[config.mk]
export PLATFORM = sky130hd
export DESIGN_NAME = ansi_escape_console_parser_flat
export DESIGN_NICKNAME = d
export VERILOG_FILES = /design/src/hw/rtl/aecp_pkg.sv /design/src/hw/rtl/aecp_in_if.sv /design/src/hw/rtl/aecp_out_if.sv /design/src/hw/rtl/aecp_sgr_unit.sv /design/src/hw/rtl/ansi_escape_console_parser.sv /design/src/flat_wrapper.sv
export VERILOG_INCLUDE_DIRS = /design/src /design/src/hw/rtl
export SDC_FILE = /design/constraint.sdc
export NUM_CORES = 1
export LEC_CHECK = 0
export BUFFER_PORTS_ARGS = -buffer_cell sky130_fd_sc_hd__buf_2
export CELL_PAD_IN_SITES_DETAIL_PLACEMENT = 1
export CELL_PAD_IN_SITES_GLOBAL_PLACEMENT = 1
export CORE_MARGIN = 5
export CORE_UTILIZATION = 38
export CTS_CLUSTER_SIZE = 28
export DETAILED_ROUTE_END_ITERATION = 8
export PLACE_DENSITY_LB_ADDON = 0.1
export SLEW_MARGIN = 20
export SYNTH_ARGS = -nofsm -noshare
export SYNTH_HDL_FRONTEND = slang
export SYNTH_SLANG_ARGS = --single-unit
[constraint.sdc]
create_clock -name clk -period 7.4 [get_ports clk]
set_clock_uncertainty 0.2 [all_clocks]
set_input_delay 1.48 -clock clk [delete_from_list [all_inputs] [get_ports clk]]
set_output_delay 1.48 -clock clk [all_outputs]
set_load 0.03 [all_outputs]
[src/hw/rtl/ansi_escape_console_parser_defines.svh]
// Assertion macros used by the console parser top level.
`ifndef ANSI_ESCAPE_CONSOLE_PARSER_DEFINES_SVH
`define ANSI_ESCAPE_CONSOLE_PARSER_DEFINES_SVH

// Same-cycle implication, sampled on clk, off while rst_n is low.
`define AECP_CHECK_IMPL(lbl, ante, cons, msg) \
    lbl: assert property (@(posedge clk) disable iff (!rst_n) (ante) |-> (cons)) \
        else $error(msg);

// Next-cycle implication, sampled on clk, off while rst_n is low.
`define AECP_CHECK_NEXT(lbl, ante, cons, msg) \
    lbl: assert property (@(posedge clk) disable iff (!rst_n) (ante) |=> (cons)) \
        else $error(msg);

`endif

[src/hw/rtl/aecp_pkg.sv]
// Package: types, constants and helper functions of the console parser.
package aecp_pkg;

    // Default number of parameter slots
    localparam int PARAM_SLOTS_DEF = 8;

    // Register indexes of the configuration port
    localparam int CFG_IDX_W = 1;
    localparam logic [CFG_IDX_W-1:0] CFG_INITIAL_COLOR = 1'd0;
    localparam logic [CFG_IDX_W-1:0] CFG_DBCS_ENABLE   = 1'd1;
    localparam int CFG_DATA_W = 7;

    localparam logic [6:0] INITIAL_COLOR_RST = 7'd7;
    localparam logic       DBCS_ENABLE_RST   = 1'b1;

    // Action codes of a result beat
    localparam logic [2:0] ACT_BYTE      = 3'd0;
    localparam logic [2:0] ACT_PAIR      = 3'd1;
    localparam logic [2:0] ACT_BACKSPACE = 3'd2;
    localparam logic [2:0] ACT_SET_COLOR = 3'd3;
    localparam logic [2:0] ACT_CLEAR     = 3'd4;
    localparam logic [2:0] ACT_CURSOR    = 3'd5;
    localparam logic [2:0] ACT_FLUSH     = 3'd6;

    // Character codes
    localparam logic [7:0] CH_ESC     = 8'h1B;
    localparam logic [7:0] CH_BS      = 8'h08;
    localparam logic [7:0] CH_BRACKET = 8'h5B;
    localparam logic [7:0] CH_GREATER = 8'h3E;
    localparam logic [7:0] CH_SEMI    = 8'h3B;
    localparam logic [7:0] CH_DIGIT0  = 8'h30;
    localparam logic [7:0] CH_DIGIT9  = 8'h39;
    localparam logic [7:0] CH_LOWER_M = 8'h6D;
    localparam logic [7:0] CH_UPPER_J = 8'h4A;
    localparam logic [7:0] CH_LOWER_L = 8'h6C;

    // Parameter values and SGR codes
    localparam int PVAL_W = 16;
    localparam logic [PVAL_W-1:0] PARAM_MAX  = 16'hFFFF;
    localparam logic [PVAL_W-1:0] SGR_RESET  = 16'd0;
    localparam logic [PVAL_W-1:0] SGR_BOLD   = 16'd1;
    localparam logic [PVAL_W-1:0] SGR_FG_LO  = 16'd30;
    localparam logic [PVAL_W-1:0] SGR_FG_HI  = 16'd37;
    localparam logic [PVAL_W-1:0] SGR_FG_DEF = 16'd39;
    localparam logic [PVAL_W-1:0] SGR_BG_LO  = 16'd40;
    localparam logic [PVAL_W-1:0] SGR_BG_HI  = 16'd47;
    localparam logic [PVAL_W-1:0] SGR_BG_DEF = 16'd49;

    // Stored slot: empty flag over the value
    localparam int SLOT_DATA_W = PVAL_W + 1;

    typedef enum logic [1:0] {
        TOP_IDLE,
        TOP_SGR,
        TOP_POST
    } top_state_t;

    typedef enum logic [1:0] {
        SGR_IDLE,
        SGR_READ,
        SGR_APPLY
    } sgr_state_t;

    // Request from the parser to the SGR walker
    typedef struct packed {
        logic       start;
        logic [6:0] base_color;
        logic [6:0] dflt_color;
    } sgr_req_t;

    // Status back from the SGR walker
    typedef struct packed {
        logic       done;
        logic [6:0] color;
    } sgr_rsp_t;

    // Shift-JIS lead byte
    function automatic logic is_lead(input logic [7:0] b);
        is_lead = (b >= 8'h81 && b <= 8'h9F) || (b >= 8'hE0 && b <= 8'hFC);
    endfunction

    // ASCII letter
    function automatic logic is_letter(input logic [7:0] b);
        is_letter = (b >= 8'h41 && b <= 8'h5A) || (b >= 8'h61 && b <= 8'h7A);
    endfunction

    // ANSI BGR order to console RGB order
    function automatic logic [2:0] bgr_to_rgb(input logic [2:0] c);
        bgr_to_rgb = {c[0], c[1], c[2]};
    endfunction

endpackage

[src/hw/rtl/aecp_in_if.sv]
// Interface: input byte channel.
interface aecp_in_if;
    logic       valid;
    logic       ready;
    logic [7:0] in_byte;

    modport source (output valid, output in_byte, input ready);
    modport sink (input valid, input in_byte, output ready);
endinterface

[src/hw/rtl/aecp_out_if.sv]
// Interface: console action result channel.
interface aecp_out_if;
    logic       valid;
    logic       ready;
    logic [2:0] action;
    logic [7:0] first_byte;
    logic [7:0] second_byte;
    logic [6:0] color_attr;

    modport source (output valid, output action, output first_byte, output second_byte,
                    output color_attr, input ready);
    modport sink (input valid, input action, input first_byte, input second_byte,
                  input color_attr, output ready);
endinterface

[src/hw/rtl/aecp_sgr_unit.sv]
// SGR walker: parameter slot memory and a shared compare unit stepped over the slots.
module aecp_sgr_unit #(
    parameter int PARAM_SLOTS = aecp_pkg::PARAM_SLOTS_DEF
) (
    input  logic                                  clk,
    input  logic                                  rst_n,
    input  logic                                  wr_en,
    input  logic [$clog2(PARAM_SLOTS)-1:0]        wr_addr,
    input  logic [aecp_pkg::SLOT_DATA_W-1:0]      wr_data,
    input  logic [$clog2(PARAM_SLOTS)-1:0]        limit,
    input  aecp_pkg::sgr_req_t                    req,
    output aecp_pkg::sgr_rsp_t                    rsp
);
    import aecp_pkg::*;

    localparam int SLOT_W = $clog2(PARAM_SLOTS);

    logic [SLOT_DATA_W-1:0] mem [PARAM_SLOTS];
    logic [SLOT_DATA_W-1:0] rd_data_reg;

    sgr_state_t  state_reg, state_next;
    logic [SLOT_W-1:0] walk_idx_reg, walk_idx_next;
    logic [SLOT_W-1:0] limit_reg, limit_next;
    logic [2:0]  fore_reg, fore_next;
    logic [2:0]  back_reg, back_next;
    logic        high_reg, high_next;
    logic [6:0]  dflt_reg, dflt_next;

    logic [2:0]        fore_app, back_app;
    logic              high_app;
    logic [PVAL_W-1:0] pval;
    logic              pempty;
    logic              last;

    // Write one slot, read one slot per step
    always_ff @(posedge clk)
    begin
        if (wr_en)
        begin
            mem[wr_addr] <= wr_data;
        end
    end

    always_ff @(posedge clk)
    begin
        if (state_reg == SGR_READ)
        begin
            rd_data_reg <= mem[walk_idx_reg];
        end
    end

    assign pval   = rd_data_reg[PVAL_W-1:0];
    assign pempty = rd_data_reg[PVAL_W];
    assign last   = (walk_idx_reg == limit_reg);

    // Shared compare unit: fold one slot into the colour
    always_comb
    begin
        fore_app = fore_reg;
        back_app = back_reg;
        high_app = high_reg;
        if (!pempty)
        begin
            priority if (pval >= SGR_FG_LO && pval <= SGR_FG_HI)
            begin
                fore_app = bgr_to_rgb(3'(pval - SGR_FG_LO));
            end
            else if (pval == SGR_FG_DEF)
            begin
                fore_app = dflt_reg[2:0];
            end
            else if (pval >= SGR_BG_LO && pval <= SGR_BG_HI)
            begin
                back_app = bgr_to_rgb(3'(pval - SGR_BG_LO));
            end
            else if (pval == SGR_BG_DEF)
            begin
                back_app = dflt_reg[6:4];
            end
            else if (pval == SGR_BOLD)
            begin
                high_app = 1'b1;
            end
            else if (pval == SGR_RESET)
            begin
                fore_app = 3'd7;
                back_app = 3'd0;
                high_app = 1'b0;
            end
            else
            begin
                // Unknown code: leave the colour as it is
            end
        end
    end

    // Sequencer next state
    always_comb
    begin
        state_next = state_reg;
        unique case (state_reg)
            SGR_IDLE:
            begin
                if (req.start)
                begin
                    state_next = SGR_READ;
                end
            end
            SGR_READ:
            begin
                state_next = SGR_APPLY;
            end
            SGR_APPLY:
            begin
                state_next = last ? SGR_IDLE : SGR_READ;
            end
            default:
            begin
                state_next = SGR_IDLE;
            end
        endcase
    end

    // Sequencer datapath
    always_comb
    begin
        walk_idx_next = walk_idx_reg;
        limit_next    = limit_reg;
        fore_next     = fore_reg;
        back_next     = back_reg;
        high_next     = high_reg;
        dflt_next     = dflt_reg;
        unique case (state_reg)
            SGR_IDLE:
            begin
                if (req.start)
                begin
                    walk_idx_next = '0;
                    limit_next    = limit;
                    fore_next     = req.base_color[2:0];
                    high_next     = req.base_color[3];
                    back_next     = req.base_color[6:4];
                    dflt_next     = req.dflt_color;
                end
            end
            SGR_APPLY:
            begin
                fore_next = fore_app;
                back_next = back_app;
                high_next = high_app;
                if (!last)
                begin
                    walk_idx_next = walk_idx_reg + 1'b1;
                end
            end
            default:
            begin
            end
        endcase
    end

    always_ff @(posedge clk or negedge rst_n)
    begin
        if (!rst_n)
        begin
            state_reg <= SGR_IDLE;
        end
        else
        begin
            state_reg <= state_next;
        end
    end

    always_ff @(posedge clk)
    begin
        walk_idx_reg <= walk_idx_next;
        limit_reg    <= limit_next;
        fore_reg     <= fore_next;
        back_reg     <= back_next;
        high_reg     <= high_next;
        dflt_reg     <= dflt_next;
    end

    assign rsp.done  = (state_reg == SGR_APPLY) && last;
    assign rsp.color = {back_app, high_app, fore_app};

endmodule

[src/hw/rtl/ansi_escape_console_parser.sv]
// Top level: console byte parser with ANSI escape handling and SGR colour.
//
//   channel   dir   beat payload                                   accepted when
//   in_ch     in    in_byte                                        valid && ready
//   out_ch    out   action, first_byte, second_byte, color_attr    valid && ready
//   cfg       in    cfg_index, cfg_data (no read-back)             cfg_we
//
// Except for an 'm' final, a byte's result, if any, is registered the next cycle.
// The 'm' final walks the parameter slots in aecp_sgr_unit through its slot memory,
// reading each slot in SGR_READ and folding it into the colour in SGR_APPLY.
// Reset (rst_n, asynchronous, active low) clears control state; slots need no clearing.
// in_ch.ready is low in a walk and its colour emit, and while a result cannot drain.
module ansi_escape_console_parser #(
    parameter int PARAM_SLOTS = aecp_pkg::PARAM_SLOTS_DEF
) (
    input  logic                              clk,
    input  logic                              rst_n,
    aecp_in_if.sink                           in_ch,
    aecp_out_if.source                        out_ch,
    input  logic                              cfg_we,
    input  logic [aecp_pkg::CFG_IDX_W-1:0]    cfg_index,
    input  logic [aecp_pkg::CFG_DATA_W-1:0]   cfg_data
);
    import aecp_pkg::*;

    `include "ansi_escape_console_parser_defines.svh"

    localparam int SLOT_W = $clog2(PARAM_SLOTS);
    localparam logic [SLOT_W-1:0] SLOT_MAX = SLOT_W'(PARAM_SLOTS - 1);

    top_state_t state_reg, state_next;

    logic              esc_mode_reg, esc_mode_next;
    logic              greater_reg, greater_next;
    logic [SLOT_W-1:0] param_index_reg, param_index_next;
    logic [PVAL_W-1:0] acc_reg, acc_next;
    logic              acc_empty_reg, acc_empty_next;
    logic [7:0]        pending_reg, pending_next;
    logic [6:0]        cur_color_reg, cur_color_next;
    logic [6:0]        dflt_color_reg, dflt_color_next;
    logic              dflt_latched_reg, dflt_latched_next;
    logic              dbcs_reg, dbcs_next;

    logic              out_valid_reg, out_valid_next;
    logic [2:0]        out_action_reg, out_action_next;
    logic [7:0]        out_b1_reg, out_b1_next;
    logic [7:0]        out_b2_reg, out_b2_next;
    logic [6:0]        out_color_reg, out_color_next;

    logic              in_fire;
    logic              out_free;
    logic [7:0]        c;
    logic              is_digit;
    logic              is_m;
    logic [PVAL_W-1:0] acc_base;
    logic [19:0]       acc_sum;
    logic [PVAL_W-1:0] acc_sat;

    logic                   slot_wr_en;
    logic [SLOT_DATA_W-1:0] slot_wr_data;
    sgr_req_t               sgr_req;
    sgr_rsp_t               sgr_rsp;

    logic              walk_busy;
    logic              post_go;
    logic              color_beat;

    assign c        = in_ch.in_byte;
    assign in_fire  = in_ch.valid && in_ch.ready;
    assign out_free = !out_valid_reg || out_ch.ready;
    assign is_digit = (c >= CH_DIGIT0) && (c <= CH_DIGIT9);
    assign is_m     = (c == CH_LOWER_M);

    // Decimal accumulate with saturation
    assign acc_base = acc_empty_reg ? '0 : acc_reg;
    assign acc_sum  = ({4'd0, acc_base} << 3) + ({4'd0, acc_base} << 1)
                    + {16'd0, 4'(c - CH_DIGIT0)};
    assign acc_sat  = (acc_sum[19:16] != 4'd0) ? PARAM_MAX : acc_sum[PVAL_W-1:0];

    // Close the current slot on ';' (room left) or on the 'm' final
    assign slot_wr_en = in_fire && esc_mode_reg
                      && ((c == CH_SEMI && param_index_reg < SLOT_MAX) || is_m);
    assign slot_wr_data = {acc_empty_reg, acc_reg};

    assign sgr_req.start      = in_fire && esc_mode_reg && is_m;
    assign sgr_req.base_color = cur_color_reg;
    assign sgr_req.dflt_color = dflt_latched_reg ? dflt_color_reg : cur_color_reg;

    aecp_sgr_unit #(
        .PARAM_SLOTS (PARAM_SLOTS)
    ) u_sgr (
        .clk     (clk),
        .rst_n   (rst_n),
        .wr_en   (slot_wr_en),
        .wr_addr (param_index_reg),
        .wr_data (slot_wr_data),
        .limit   (param_index_reg),
        .req     (sgr_req),
        .rsp     (sgr_rsp)
    );

    // Controller next state
    always_comb
    begin
        state_next = state_reg;
        unique case (state_reg)
            TOP_IDLE:
            begin
                if (sgr_req.start)
                begin
                    state_next = TOP_SGR;
                end
            end
            TOP_SGR:
            begin
                if (sgr_rsp.done)
                begin
                    state_next = TOP_POST;
                end
            end
            TOP_POST:
            begin
                if (out_free)
                begin
                    state_next = TOP_IDLE;
                end
            end
            default:
            begin
                state_next = TOP_IDLE;
            end
        endcase
    end

    // Parser datapath and result register
    always_comb
    begin
        esc_mode_next     = esc_mode_reg;
        greater_next      = greater_reg;
        param_index_next  = param_index_reg;
        acc_next          = acc_reg;
        acc_empty_next    = acc_empty_reg;
        pending_next      = pending_reg;
        cur_color_next    = cur_color_reg;
        dflt_color_next   = dflt_color_reg;
        dflt_latched_next = dflt_latched_reg;
        dbcs_next         = dbcs_reg;
        out_valid_next    = out_valid_reg && !out_ch.ready;
        out_action_next   = out_action_reg;
        out_b1_next       = out_b1_reg;
        out_b2_next       = out_b2_reg;
        out_color_next    = out_color_reg;

        // Take register writes
        if (cfg_we)
        begin
            unique case (cfg_index)
                CFG_INITIAL_COLOR:
                begin
                    cur_color_next = cfg_data;
                end
                CFG_DBCS_ENABLE:
                begin
                    dbcs_next = cfg_data[0];
                end
                default:
                begin
                end
            endcase
        end

        if (in_fire && !esc_mode_reg)
        begin
            // Printing mode
            out_b1_next    = '0;
            out_b2_next    = '0;
            out_color_next = '0;
            priority if (c == CH_ESC)
            begin
                esc_mode_next    = 1'b1;
                greater_next     = 1'b0;
                param_index_next = '0;
                acc_next         = '0;
                acc_empty_next   = 1'b0;
                out_valid_next   = 1'b1;
                out_action_next  = ACT_FLUSH;
            end
            else if (c == CH_BS)
            begin
                out_valid_next  = 1'b1;
                out_action_next = ACT_BACKSPACE;
            end
            else if (pending_reg != 8'd0)
            begin
                pending_next    = '0;
                out_valid_next  = 1'b1;
                out_action_next = ACT_PAIR;
                out_b1_next     = pending_reg;
                out_b2_next     = c;
            end
            else if (dbcs_reg && is_lead(c))
            begin
                pending_next = c;
            end
            else
            begin
                out_valid_next  = 1'b1;
                out_action_next = ACT_BYTE;
                out_b1_next     = c;
            end
        end
        else if (in_fire)
        begin
            // Escape mode
            out_b1_next    = '0;
            out_b2_next    = '0;
            out_color_next = '0;
            priority if (c == CH_BRACKET)
            begin
            end
            else if (c == CH_GREATER)
            begin
                greater_next = 1'b1;
            end
            else if (is_digit)
            begin
                acc_next       = acc_sat;
                acc_empty_next = 1'b0;
            end
            else if (c == CH_SEMI)
            begin
                if (param_index_reg < SLOT_MAX)
                begin
                    param_index_next = param_index_reg + 1'b1;
                    acc_next         = '0;
                    acc_empty_next   = 1'b1;
                end
            end
            else
            begin
                // Any final or stray byte ends the sequence
                esc_mode_next    = 1'b0;
                param_index_next = '0;
                if (is_m)
                begin
                    dflt_color_next   = sgr_req.dflt_color;
                    dflt_latched_next = 1'b1;
                end
                else if (c == CH_UPPER_J)
                begin
                    out_valid_next  = 1'b1;
                    out_action_next = ACT_CLEAR;
                end
                else if (c == CH_LOWER_L && greater_reg)
                begin
                    out_valid_next  = 1'b1;
                    out_action_next = ACT_CURSOR;
                end
            end
        end

        // Take the walked colour
        if (sgr_rsp.done)
        begin
            cur_color_next = sgr_rsp.color;
        end

        // Emit the colour once the output register is free
        if (state_reg == TOP_POST && out_free)
        begin
            out_valid_next  = 1'b1;
            out_action_next = ACT_SET_COLOR;
            out_b1_next     = '0;
            out_b2_next     = '0;
            out_color_next  = cur_color_reg;
        end
    end

    always_ff @(posedge clk or negedge rst_n)
    begin
        if (!rst_n)
        begin
            state_reg        <= TOP_IDLE;
            esc_mode_reg     <= 1'b0;
            greater_reg      <= 1'b0;
            param_index_reg  <= '0;
            pending_reg      <= '0;
            cur_color_reg    <= INITIAL_COLOR_RST;
            dflt_color_reg   <= '0;
            dflt_latched_reg <= 1'b0;
            dbcs_reg         <= DBCS_ENABLE_RST;
            out_valid_reg    <= 1'b0;
        end
        else
        begin
            state_reg        <= state_next;
            esc_mode_reg     <= esc_mode_next;
            greater_reg      <= greater_next;
            param_index_reg  <= param_index_next;
            pending_reg      <= pending_next;
            cur_color_reg    <= cur_color_next;
            dflt_color_reg   <= dflt_color_next;
            dflt_latched_reg <= dflt_latched_next;
            dbcs_reg         <= dbcs_next;
            out_valid_reg    <= out_valid_next;
        end
    end

    always_ff @(posedge clk)
    begin
        acc_reg        <= acc_next;
        acc_empty_reg  <= acc_empty_next;
        out_action_reg <= out_action_next;
        out_b1_reg     <= out_b1_next;
        out_b2_reg     <= out_b2_next;
        out_color_reg  <= out_color_next;
    end

    assign in_ch.ready        = (state_reg == TOP_IDLE) && out_free;
    assign out_ch.valid       = out_valid_reg;
    assign out_ch.action      = out_action_reg;
    assign out_ch.first_byte  = out_b1_reg;
    assign out_ch.second_byte = out_b2_reg;
    assign out_ch.color_attr  = out_color_reg;

    // Checks
    assign walk_busy  = (state_reg == TOP_SGR);
    assign post_go    = (state_reg == TOP_POST) && out_free;
    assign color_beat = out_valid_reg && (out_action_reg == ACT_SET_COLOR);

    `AECP_CHECK_IMPL(a_done_only_in_walk, sgr_rsp.done, walk_busy, "walk done outside walk")
    `AECP_CHECK_NEXT(a_m_starts_walk, sgr_req.start, walk_busy, "'m' did not start walk")
    `AECP_CHECK_NEXT(a_post_emits_color, post_go, color_beat, "colour beat missing")
    `AECP_CHECK_IMPL(a_index_in_range, 1'b1, param_index_reg <= SLOT_MAX, "slot index bad")

endmodule
[src/flat_wrapper.sv]
// flat-port wrapper written by rule: the top's interface ports become plain ports
module ansi_escape_console_parser_flat import aecp_pkg::*;
#(
    parameter int PARAM_SLOTS = aecp_pkg::PARAM_SLOTS_DEF
)
  (clk, rst_n, cfg_we, cfg_index, cfg_data, in_ch_valid, in_ch_in_byte, in_ch_ready, out_ch_valid, out_ch_action, out_ch_first_byte, out_ch_second_byte, out_ch_color_attr, out_ch_ready);
  aecp_in_if in_ch_i ();
  aecp_out_if out_ch_i ();
  input  logic clk;
  input  logic rst_n;
  input  logic cfg_we;
  input  logic [aecp_pkg::CFG_IDX_W-1:0] cfg_index;
  input  logic [aecp_pkg::CFG_DATA_W-1:0] cfg_data;
  input wire logic [$bits(in_ch_i.valid)-1:0] in_ch_valid;
  input wire logic [$bits(in_ch_i.in_byte)-1:0] in_ch_in_byte;
  output wire logic [$bits(in_ch_i.ready)-1:0] in_ch_ready;
  output wire logic [$bits(out_ch_i.valid)-1:0] out_ch_valid;
  output wire logic [$bits(out_ch_i.action)-1:0] out_ch_action;
  output wire logic [$bits(out_ch_i.first_byte)-1:0] out_ch_first_byte;
  output wire logic [$bits(out_ch_i.second_byte)-1:0] out_ch_second_byte;
  output wire logic [$bits(out_ch_i.color_attr)-1:0] out_ch_color_attr;
  input wire logic [$bits(out_ch_i.ready)-1:0] out_ch_ready;
  assign in_ch_i.valid = in_ch_valid;
  assign in_ch_i.in_byte = in_ch_in_byte;
  assign in_ch_ready = in_ch_i.ready;
  assign out_ch_valid = out_ch_i.valid;
  assign out_ch_action = out_ch_i.action;
  assign out_ch_first_byte = out_ch_i.first_byte;
  assign out_ch_second_byte = out_ch_i.second_byte;
  assign out_ch_color_attr = out_ch_i.color_attr;
  assign out_ch_i.ready = out_ch_ready;
  ansi_escape_console_parser #(.PARAM_SLOTS(PARAM_SLOTS)) u_core (.clk(clk), .rst_n(rst_n), .in_ch(in_ch_i), .out_ch(out_ch_i), .cfg_we(cfg_we), .cfg_index(cfg_index), .cfg_data(cfg_data));
endmodule
==> flow_metrics.py, run 1 <==
metrics = {
    "run_status": {
        "status": "finished clean",
    },
    "die": {
        "die-width_um": 180.9,
        "die_h_um": 180.9,
        "fp.dieArea_sq_um": 32740,
        "start_util_pct": 38.58,
        "num_rows": 62,
        "ios": 49,
        "core_sq_um": 28780,
    },
    "critical_path": {
        "cp_data_arrival_time_ns": 4.60,
        "cp_max_fo": 24,
        "critPathTopFamily": "simple AND/OR/NAND/NOR gates",
        "slowest_stage": "edfxtp_1",
        "cpMostUsedCell": "a21oi_1",
        "endpoint_kind": "flop",
        "crit_chain": "nor2b_1 > xor2_1 > ha_1 > inv_1 > fa_1 > nand2b_1 > a21o_1 > a21oi_1 > and4_1 > a211oi_1 > nor3_2 > a21oi_1",
        "crit_required_ns": 7.42,
        "crit_path_max_incr_delay_ns": 0.87,
        "cp-start-kind": "flop",
        "worst-path-buf-inv": 1,
        "crit_type": "reg2reg",
    },
    "sta": {
        "fin_crit_sh_pct": 61.84,
        "rsz0062_at_grt": "false",
        "timing.final.ws_setup_ns": 2.824,
        "max-slew-margin-rel_pct": 31.95,
        "slew_violations": 0,
        "hold_viol": 0,
        "tns_ns": 0,
        "layout_min_cycle_time_ns": 4.576,
        "tightest_slew_ns": 1.020,
        "timing.hold.ws_ns": 0.2630,
        "setup_viol_count_final": 0,
        "fmax_mhz": 218.5,
    },
    "run": {
        "drv_cap": 0,
    },
    "place": {
        "gp_congestion": 0.7957,
        "portBuffers": 48,
        "hpwl_um": 16620,
        "post-place-ws_ns": 2.339,
    },
    "global_route": {
        "grt_overflow": 0,
        "antenna_found_initial": 0,
        "grt_pass1_vias": 7111,
        "gr-usage-all-layers_pct": 15.06,
        "grt_start_max_net_pins": 38,
        "grt_first_pass_wirelength_um": 40090,
    },
    "detailed_routing": {
        "drc": 0,
        "drtIter0Drc": 316,
        "first_pass_iters": 4,
        "wl_per_cell_um": 20.37,
        "ant_nets": 0,
        "vias_per_cell": 5.346,
        "vias": 6528,
        "drt-total-wl_um": 24870,
    },
    "power_and_ir_drop": {
        "p_per_area_nw_per_um2": 270.6,
        "power_mw": 3.419,
        "power_leakage_nw": 4.573,
        "irDropWorstVdd_mv": 0.2001,
    },
    "logic_synthesis": {
        "synth_area_leaders": "edfxtp_1 (53%), mux4_2 (6.9%), dfrtp_1 (6.5%), mux2_2 (3.9%), ha_1 (3.8%)",
        "synthTopCellsByCount": "edfxtp_1 (196), nand2_1 (54), a21oi_1 (52)",
        "postSynthCellCount": 766,
        "syn_area_sq_um": 11100,
        "ys.warnings.count": 0,
        "synth_top_area_share_pct": 53.01,
        "yosysMostFrequentCell": "edfxtp_1",
        "async_flop_share_pct": 13.31,
        "syn_avg_cell_area_sq_um": 14.49,
        "ys.flop_type": "edfxtp_1",
        "yosysTopAreaCell": "edfxtp_1",
        "synthesis.nets": 822,
        "ys_types": 67,
        "ys_ff_latch": 248,
        "yosysSeqAreaShare_pct": 63.92,
        "synth_edf_count": 196,
    },
    "clock_tree": {
        "h-tree-depth": 1,
        "postCtsSetupBuffers": 0,
        "clkTransAtPathRegs_ns": 0.06,
        "cts_resized": 0,
        "insertion_delay_ns": 0.52,
        "cts_made_buffers": 27,
        "cts_hold_buf": 0,
        "cts_root_buf": "clkbuf_16",
        "clock_sinks": 248,
        "cts_buffer_depth": 3,
        "cts_tree": "done",
    },
    "finish": {
        "nets": 872,
        "n_fill_cell": 2880,
        "syn_to_final_growth_pct": 13.77,
        "diodes": 0,
        "largest_reg_flops": 136,
        "drive_gt1_share_pct": 21.98,
    },
    "worst_hold_path": {
        "hold_class": "reg2reg",
    },
}
==> per-stage QoR <==
stage	utilization [%]	std cells	cell area (sq um)
4_1_cts	43.76	1218	12590
6_report	43.89	1221	12630
3_3_place_gp	40.89	1168	11770
3_5_place_dp	40.89	1168	11770
2_1_floorplan	-	766	11100
5_1_grt	43.89	1221	12630
==> layer usage <==
layer  routed length (um)  up-vias  track usage, %
li1                     -     3060               -
met1                11790     3342           21.41
met2                12080       89           25.17
met3                  592       37           1.910
met4                  402        0           2.972
met5                    0        -               0
==> logic make-up (layout without fill, tap and decap cells) <==
logic type | after synthesis | after routing | share of synthesized area [%]
compound gates | 152 | 152 | 8.553
xor+xnor | 18 | 18 | 1.420
fa+ha+maj | 35 | 35 | 4.012
buf+inv | 51 | 122 | 1.950
flops | 248 | 248 | 63.92
mux | 75 | 75 | 11.02
simple gates | 187 | 187 | 9.128
==> where the power goes <==
part	switching, mW	internal (mW)	total (mW)
Clock	0.522	0.741	1.26
Combinational	0.319	0.166	0.485
Sequential	0.0718	1.60	1.67
==> cell type report <==
| type | instances | area (sq um) | area share (%) |
|---|---|---|---|
| Sequential cell | 248 | 7097 | 56.18 |
| Multi-Input combinational cell | 467 | 3846 | 30.45 |
| Clock buffer | 37 | 713.2 | 5.646 |
| Tap cell | 384 | 480.5 | 3.803 |
| Timing Repair Buffer | 58 | 330.3 | 2.615 |
| Clock inverter | 13 | 112.6 | 0.8914 |
| Inverter | 14 | 52.55 | 0.4160 |
==> cells in the final DEF, fill, tap and decap left out, types with 9 or more instances in the layout <==
| cell | instances |
|---|---|
| a21o_1 | 9 |
| a21oi_1 | 52 |
| a22o_1 | 13 |
| buf_2 | 48 |
| clkbuf_1 | 10 |
| clkbuf_16 | 27 |
| dfrtp_1 | 29 |
| dfxtp_1 | 19 |
| edfxtp_1 | 196 |
| ha_1 | 34 |
| inv_1 | 14 |
| mux2_2 | 38 |
| mux4_2 | 34 |
| nand2_1 | 54 |
| nand2b_1 | 10 |
| nor2_1 | 28 |
| nor2b_1 | 27 |
| nor3_1 | 11 |
| o21ai_0 | 32 |
| o22ai_1 | 10 |
| xor2_1 | 12 |
==> worst paths after layout <==
path / start / endpoint / slack [ns] / cells past startpoint
setup / recovery: u_core.acc_empty_reg / u_core.acc_reg[4] / 2.82 / 12
hold / removal: u_core.out_ch.action[2] / u_core.out_ch.action[2] / 0.26 / 2
setup reg to reg: u_core.acc_empty_reg / u_core.acc_reg[4] / 2.82 / 12
hold reg to reg: u_core.out_ch.action[2] / u_core.out_ch.action[2] / 0.26 / 2
max in group asynchronous: rst_n / u_core.pending_reg[4] / 5.64 / 1
min in group asynchronous: rst_n / u_core.cur_color_reg[6] / 0.83 / 1
==> worst register-to-register path: stages (launching register included) <==
cell      delay [ns]
edfxtp_1        0.87
nor2b_1         0.27
xor2_1          0.21
ha_1            0.33
inv_1           0.07
fa_1            0.45
nand2b_1        0.18
a21o_1          0.19
a21oi_1         0.28
and4_1          0.24
a211oi_1        0.07
nor3_2          0.75
a21oi_1         0.17
No activity file was read; power rests on OpenSTA's default activity.
==> run 2: changes to the inputs <==
==> constraint.sdc (replaced) <==
create_clock -name clk -period 3.9 [get_ports clk]
set_clock_uncertainty 0.2 [all_clocks]
set_input_delay 0.78 -clock clk [delete_from_list [all_inputs] [get_ports clk]]
set_output_delay 0.78 -clock clk [all_outputs]
set_load 0.03 [all_outputs]
==> flow_metrics.py, run 2 (synthesized netlist as in run 1, its figures left out) <==
metrics = {
    "power_and_ir_drop": {
        "power_mw": 6.500,
        "p_per_area_nw_per_um2": 510.2,
        "comb_power_share_pct": 14.4,
        "irDropWorstVdd_mv": 0.3771,
        "clockPowerShare_pct": 37.0,
        "sw_frac_of_total_pct": 26.31,
        "p_int_mw": 4.790,
        "power_frac_seq_pct": 48.6,
        "netSwitchingPower_mw": 1.710,
        "power_leakage_nw": 4.664,
    },
    "clock_tree": {
        "cts_root_buf": "clkbuf_16",
        "cts_hold_buf": 0,
        "clkTransAtPathRegs_ns": 0.06,
        "cts_made_buffers": 26,
        "insertion_delay_ns": 0.52,
        "h-tree-depth": 1,
        "cts_tree": "done",
        "clock_sinks": 248,
        "postCtsSetupBuffers": 0,
        "cts_buffer_depth": 3,
    },
    "die": {
        "ios": 49,
        "die_h_um": 180.9,
        "fp.dieArea_sq_um": 32740,
        "core_sq_um": 28780,
        "die-width_um": 180.9,
        "start_util_pct": 38.58,
        "num_rows": 62,
    },
    "worst_hold_path": {
        "hold_class": "in2async",
    },
    "critical_path": {
        "crit_path_max_incr_delay_ns": 0.50,
        "cpMostUsedCell": "ha_1",
        "cp_data_arrival_time_ns": 3.63,
        "crit_required_ns": 3.96,
        "cp_max_fo": 16,
        "cp-start-kind": "flop",
        "crit_type": "reg2reg",
        "slowest_stage": "edfxtp_1",
        "endpoint_kind": "flop",
        "crit_chain": "nor2b_2 > xor2_1 > ha_1 > a21o_1 > ha_1 > o211ai_1 > o21ai_1 > o21a_1 > a32oi_1 > mux2i_1 > nor3_2 > buf_4 > a21oi_1",
    },
    "detailed_routing": {
        "vias_per_cell": 5.298,
        "drtIter0Drc": 374,
        "wl_per_cell_um": 20.08,
        "drc": 0,
        "ant_nets": 0,
        "drt-total-wl_um": 24820,
        "vias": 6548,
        "first_pass_iters": 4,
    },
    "finish": {
        "nets": 888,
        "syn_to_final_growth_pct": 14.75,
        "n_fill_cell": 2867,
        "final_cell_mix": "edfxtp_1 (196), nand2_1 (54), a21oi_1 (52), buf_2 (48), mux2_2 (38)",
        "final_area_sq_um": 12740,
        "drive_gt1_share_pct": 24.06,
        "diodes": 0,
        "largest_reg_flops": 136,
        "final_cells": 1236,
        "layout_commonest_cell": "edfxtp_1",
    },
    "place": {
        "hpwl_um": 16640,
        "place_area_sq_um": 11900,
        "post-place-cells": 1188,
        "gp_congestion": 0.7720,
        "portBuffers": 48,
    },
    "sta": {
        "tightest_slew_ns": 0.9049,
        "hold_viol": 0,
        "layout_min_cycle_time_ns": 3.577,
        "tns_ns": 0,
        "max-slew-margin-rel_pct": 39.21,
        "slew_violations": 0,
        "setup_viol_count_final": 0,
        "fmax_mhz": 279.6,
        "rsz0062_at_grt": "false",
        "fin_crit_sh_pct": 91.71,
    },
    "global_route": {
        "antenna_found_initial": 0,
        "grt_first_pass_wirelength_um": 40680,
        "grt_start_max_net_pins": 34,
        "grt_overflow": 0,
        "grt_pass1_vias": 7333,
        "gr-usage-all-layers_pct": 15.33,
    },
    "run_status": {
        "status": "finished clean",
    },
    "run": {
        "drv_cap": 0,
    },
}
run 2: path summary, 6_finish.rpt:
| kind | slack, ns | endpoint | startpoint | cells after the start |
|---|---|---|---|---|
| worst min-delay path | 0.14 | u_core.cur_color_reg[5] | rst_n | 1 |
| worst max register to register | 0.32 | u_core.acc_reg[10] | u_core.acc_reg[0] | 13 |
| max in group asynchronous | 2.84 | u_core.pending_reg[6] | rst_n | 1 |
| min in group clk | 0.26 | u_core.out_ch.first_byte[5] | u_core.out_ch.first_byte[5] | 2 |
| worst max-delay path | 0.32 | u_core.acc_reg[10] | u_core.acc_reg[0] | 13 |
| worst min register to register | 0.26 | u_core.out_ch.first_byte[5] | u_core.out_ch.first_byte[5] | 2 |
run 2: routing by layer:
layer	GRT usage, %	wire [um]
met3	2.212	826
met1	20.92	11370
met4	3.002	342
met2	26.42	12280
met5	0	0
run 2: layout make-up:
cell class,instances,area (sq um),area share [%]
Multi-Input combinational cell,467,3817,29.96
Sequential cell,248,7097,55.70
Clock inverter,10,108.9,0.8544
Clock buffer,38,729.5,5.725
Timing Repair Buffer,75,455.4,3.575
Inverter,14,52.55,0.4125
Tap cell,384,480.5,3.771
run 2: power by group through the flow:
stage / Sequential, mW / Clock (mW) / Combinational (mW)
6_report: 3.16 / 2.40 / 0.936
5_1_grt: 3.18 / 2.61 / 1.04
4_1_cts: 3.16 / 2.48 / 0.952
3_5_place_dp: 3.21 / 0 / 0.946
3_3_place_gp: 3.20 / 0 / 0.924
2_1_floorplan: 3.35 / 0 / 0.495
run 2: worst max-delay path: cells and delay by family (launching register included):
| kind | cells | cell delay (ns) |
|---|---|---|
| simple gates | 2 | 0.42 |
| buf+inv | 1 | 0.24 |
| mux | 1 | 0.15 |
| fa+ha+maj | 2 | 0.51 |
| flops | 1 | 0.50 |
| compound gates | 6 | 1.14 |
| xor+xnor | 1 | 0.14 |
run 2: per-stage QoR:
step,hold slack (ns),utilization (%),setup WS [ns]
floorplan,0.2231,-,0.05194
global placement,0.2358,41.35,0.2520
detailed placement,0.2424,41.35,0.1119
CTS,0.1652,44.26,0.2149
global route,0.1786,44.27,0.005437
finish,0.1359,44.27,0.3233
run 2: timing repair:
action	CTS	global route
resized for setup	0	1
endpoints found under the hold margin	0	0
setup endpoints to repair	0	16
==> run 3: changes to the inputs <==
--- a/config.mk
+++ b/config.mk
@@ -14,6 +14,7 @@
 export CTS_CLUSTER_SIZE = 28
 export DETAILED_ROUTE_END_ITERATION = 8
 export PLACE_DENSITY_LB_ADDON = 0.1
+export RECOVER_POWER = 100
 export SLEW_MARGIN = 20
 export SYNTH_ARGS = -nofsm -noshare
 export SYNTH_HDL_FRONTEND = slang
==> constraint.sdc (replaced) <==
create_clock -name clk -period 4.1 [get_ports clk]
set_clock_uncertainty 0.2 [all_clocks]
set_input_delay 0.82 -clock clk [delete_from_list [all_inputs] [get_ports clk]]
set_output_delay 0.82 -clock clk [all_outputs]
set_load 0.03 [all_outputs]
==> flow_metrics.py, run 3 (synthesized netlist as in run 1, its figures left out) <==
metrics = {
    "global_route": {
        "antenna_found_initial": 0,
        "grt_pass1_vias": 7164,
        "gr-usage-all-layers_pct": 15.04,
        "grt_overflow": 0,
        "grt_first_pass_wirelength_um": 39830,
        "grt_start_max_net_pins": 34,
    },
    "clock_tree": {
        "clkTransAtPathRegs_ns": 0.06,
        "cts_made_buffers": 27,
        "insertion_delay_ns": 0.53,
        "cts_hold_buf": 0,
        "cts_tree": "done",
        "cts_buffer_depth": 3,
        "clock_sinks": 248,
        "h-tree-depth": 1,
        "cts_resized": 0,
        "cts_root_buf": "clkbuf_16",
        "postCtsSetupBuffers": 0,
    },
    "sta": {
        "max-slew-margin-rel_pct": -29.37,
        "tightest_slew_ns": 1.941,
        "timing.hold.ws_ns": 0.2574,
        "timing.final.ws_setup_ns": 0.2848,
        "layout_min_cycle_time_ns": 3.815,
        "fmax_mhz": 262.1,
        "hold_viol": 0,
        "rsz0062_at_grt": "false",
        "setup_viol_count_final": 0,
        "slew_violations": 34,
        "tns_ns": 0,
        "fin_crit_sh_pct": 93.05,
    },
    "power_and_ir_drop": {
        "power_leakage_nw": 4.448,
        "netSwitchingPower_mw": 1.623,
        "power_mw": 6.053,
        "clockPowerShare_pct": 36.3,
        "irDropWorstVdd_mv": 0.3319,
        "sw_frac_of_total_pct": 26.81,
        "p_int_mw": 4.430,
        "power_frac_seq_pct": 49.7,
        "comb_power_share_pct": 14.0,
        "p_per_area_nw_per_um2": 483.1,
    },
    "finish": {
        "n_fill_cell": 2923,
        "diodes": 0,
        "final_cells": 1230,
        "nets": 883,
        "largest_reg_flops": 136,
        "register_area_sq_um": 7097,
        "drive_gt1_share_pct": 16.43,
        "syn_to_final_growth_pct": 12.84,
        "layout_commonest_cell": "edfxtp_1",
        "multi_input_area_sq_um": 3772,
        "final_cell_mix": "edfxtp_1 (196), nand2_1 (54), a21oi_1 (52), clkbuf_1 (47)",
    },
    "run_status": {
        "violations": "capacitance limit, slew limit",
        "status": "finished, violations left",
    },
    "worst_hold_path": {
        "hold_start": "u_core.out_ch.first_byte[4]",
        "hold_path_depth": 2,
        "worstHoldEndpoint": "u_core.out_ch.first_byte[4]",
        "hold_class": "reg2reg",
    },
    "critical_path": {
        "r2r_end": "u_core.acc_reg[4]",
        "endpoint_kind": "flop",
        "crit_type": "reg2reg",
        "r2r_setup_slack_ns": 0.28,
        "r2r_cells": 14,
        "cp-start-kind": "flop",
        "crit_required_ns": 4.13,
        "cp_data_arrival_time_ns": 3.85,
        "cp_max_fo": 16,
        "r2r_start": "u_core.acc_reg[0]",
    },
    "detailed_routing": {
        "first_pass_iters": 4,
        "drtIter0Drc": 337,
        "vias": 6512,
        "drc": 0,
        "wl_per_cell_um": 20.19,
        "ant_nets": 0,
        "drt-total-wl_um": 24840,
        "vias_per_cell": 5.294,
    },
    "die": {
        "die_h_um": 180.9,
        "core_sq_um": 28780,
        "die-width_um": 180.9,
        "num_rows": 62,
        "ios": 49,
        "fp.dieArea_sq_um": 32740,
        "start_util_pct": 38.58,
    },
    "place": {
        "post-place-ws_ns": 0.1708,
        "portBuffers": 48,
        "post-place-cells": 1182,
        "hpwl_um": 16820,
        "gp_congestion": 0.7790,
    },
    "run": {
        "drv_cap": 1,
    },
}
[run 3: changes by cell type in the layout (fill, tap and decap cells not counted), sizes merged]
cell / change
inv: +1
clkbuf: +43
buf: -53
bufinv: -1
clkinv: +4
[run 3: worst max path at each step]
stage                      start                     end  slack (ns)  cells after the start
6_report       u_core.acc_reg[0]       u_core.acc_reg[4]        0.28                     14
5_1_grt        u_core.acc_reg[0]       u_core.acc_reg[4]        0.05                     14
4_1_cts        u_core.acc_reg[0]       u_core.acc_reg[4]        0.33                     14
3_5_place_dp    in_ch_in_byte[3]       u_core.acc_reg[4]        0.17                     13
3_3_place_gp    in_ch_in_byte[3]       u_core.acc_reg[0]        0.34                     13
2_1_floorplan   in_ch_in_byte[4]  u_core.u_sgr.mem[0][0]        0.11                      7
[run 3: area by class of cell]
cell class                      instances  share of cell area (%)
Multi-Input combinational cell        467                   30.11
Sequential cell                       248                   56.65
Clock buffer                           34                   5.603
Clock inverter                         14                  0.8089
Timing Repair Buffer                   69                   2.577
Tap cell                              384                   3.835
Inverter                               14                  0.4195
[run 3: through the flow]
stage | util [%] | instance area (sq um)
global route | 43.53 | 12530
detailed placement | 41.19 | 11860
floorplan | - | 11100
finish | 43.53 | 12530
CTS | 43.98 | 12660
global placement | 41.19 | 11860
[run 3: critical path: stages (launching register included)]
cell and delay [ns]:
edfxtp_1 0.51, nor2b_1 0.20, buf_4 0.15, xor2_1 0.14, ha_1 0.30, inv_1 0.07, fa_1 0.46, nand2b_1 0.20
a21o_1 0.20, a21oi_1 0.27, and4_1 0.26, a211oi_1 0.07, nor3_2 0.15, buf_4 0.24, a21oi_1 0.10
[run 3: power by group through the flow]
stage          Clock, mW  Combinational [mW]  Sequential (mW)
5_1_grt             2.37               0.935             3.03
2_1_floorplan          0               0.471             3.19
6_report            2.20               0.845             3.01
3_5_place_dp           0               0.896             3.06
4_1_cts             2.27               0.900             3.01
3_3_place_gp           0               0.879             3.05
[run 3: routing by layer]
| metal | routed length (um) | GRT usage, % |
|---|---|---|
| met5 | 0 | 0 |
| met4 | 561 | 3.693 |
| met3 | 885 | 2.031 |
| met2 | 12040 | 25.41 |
| met1 | 11350 | 20.74 |
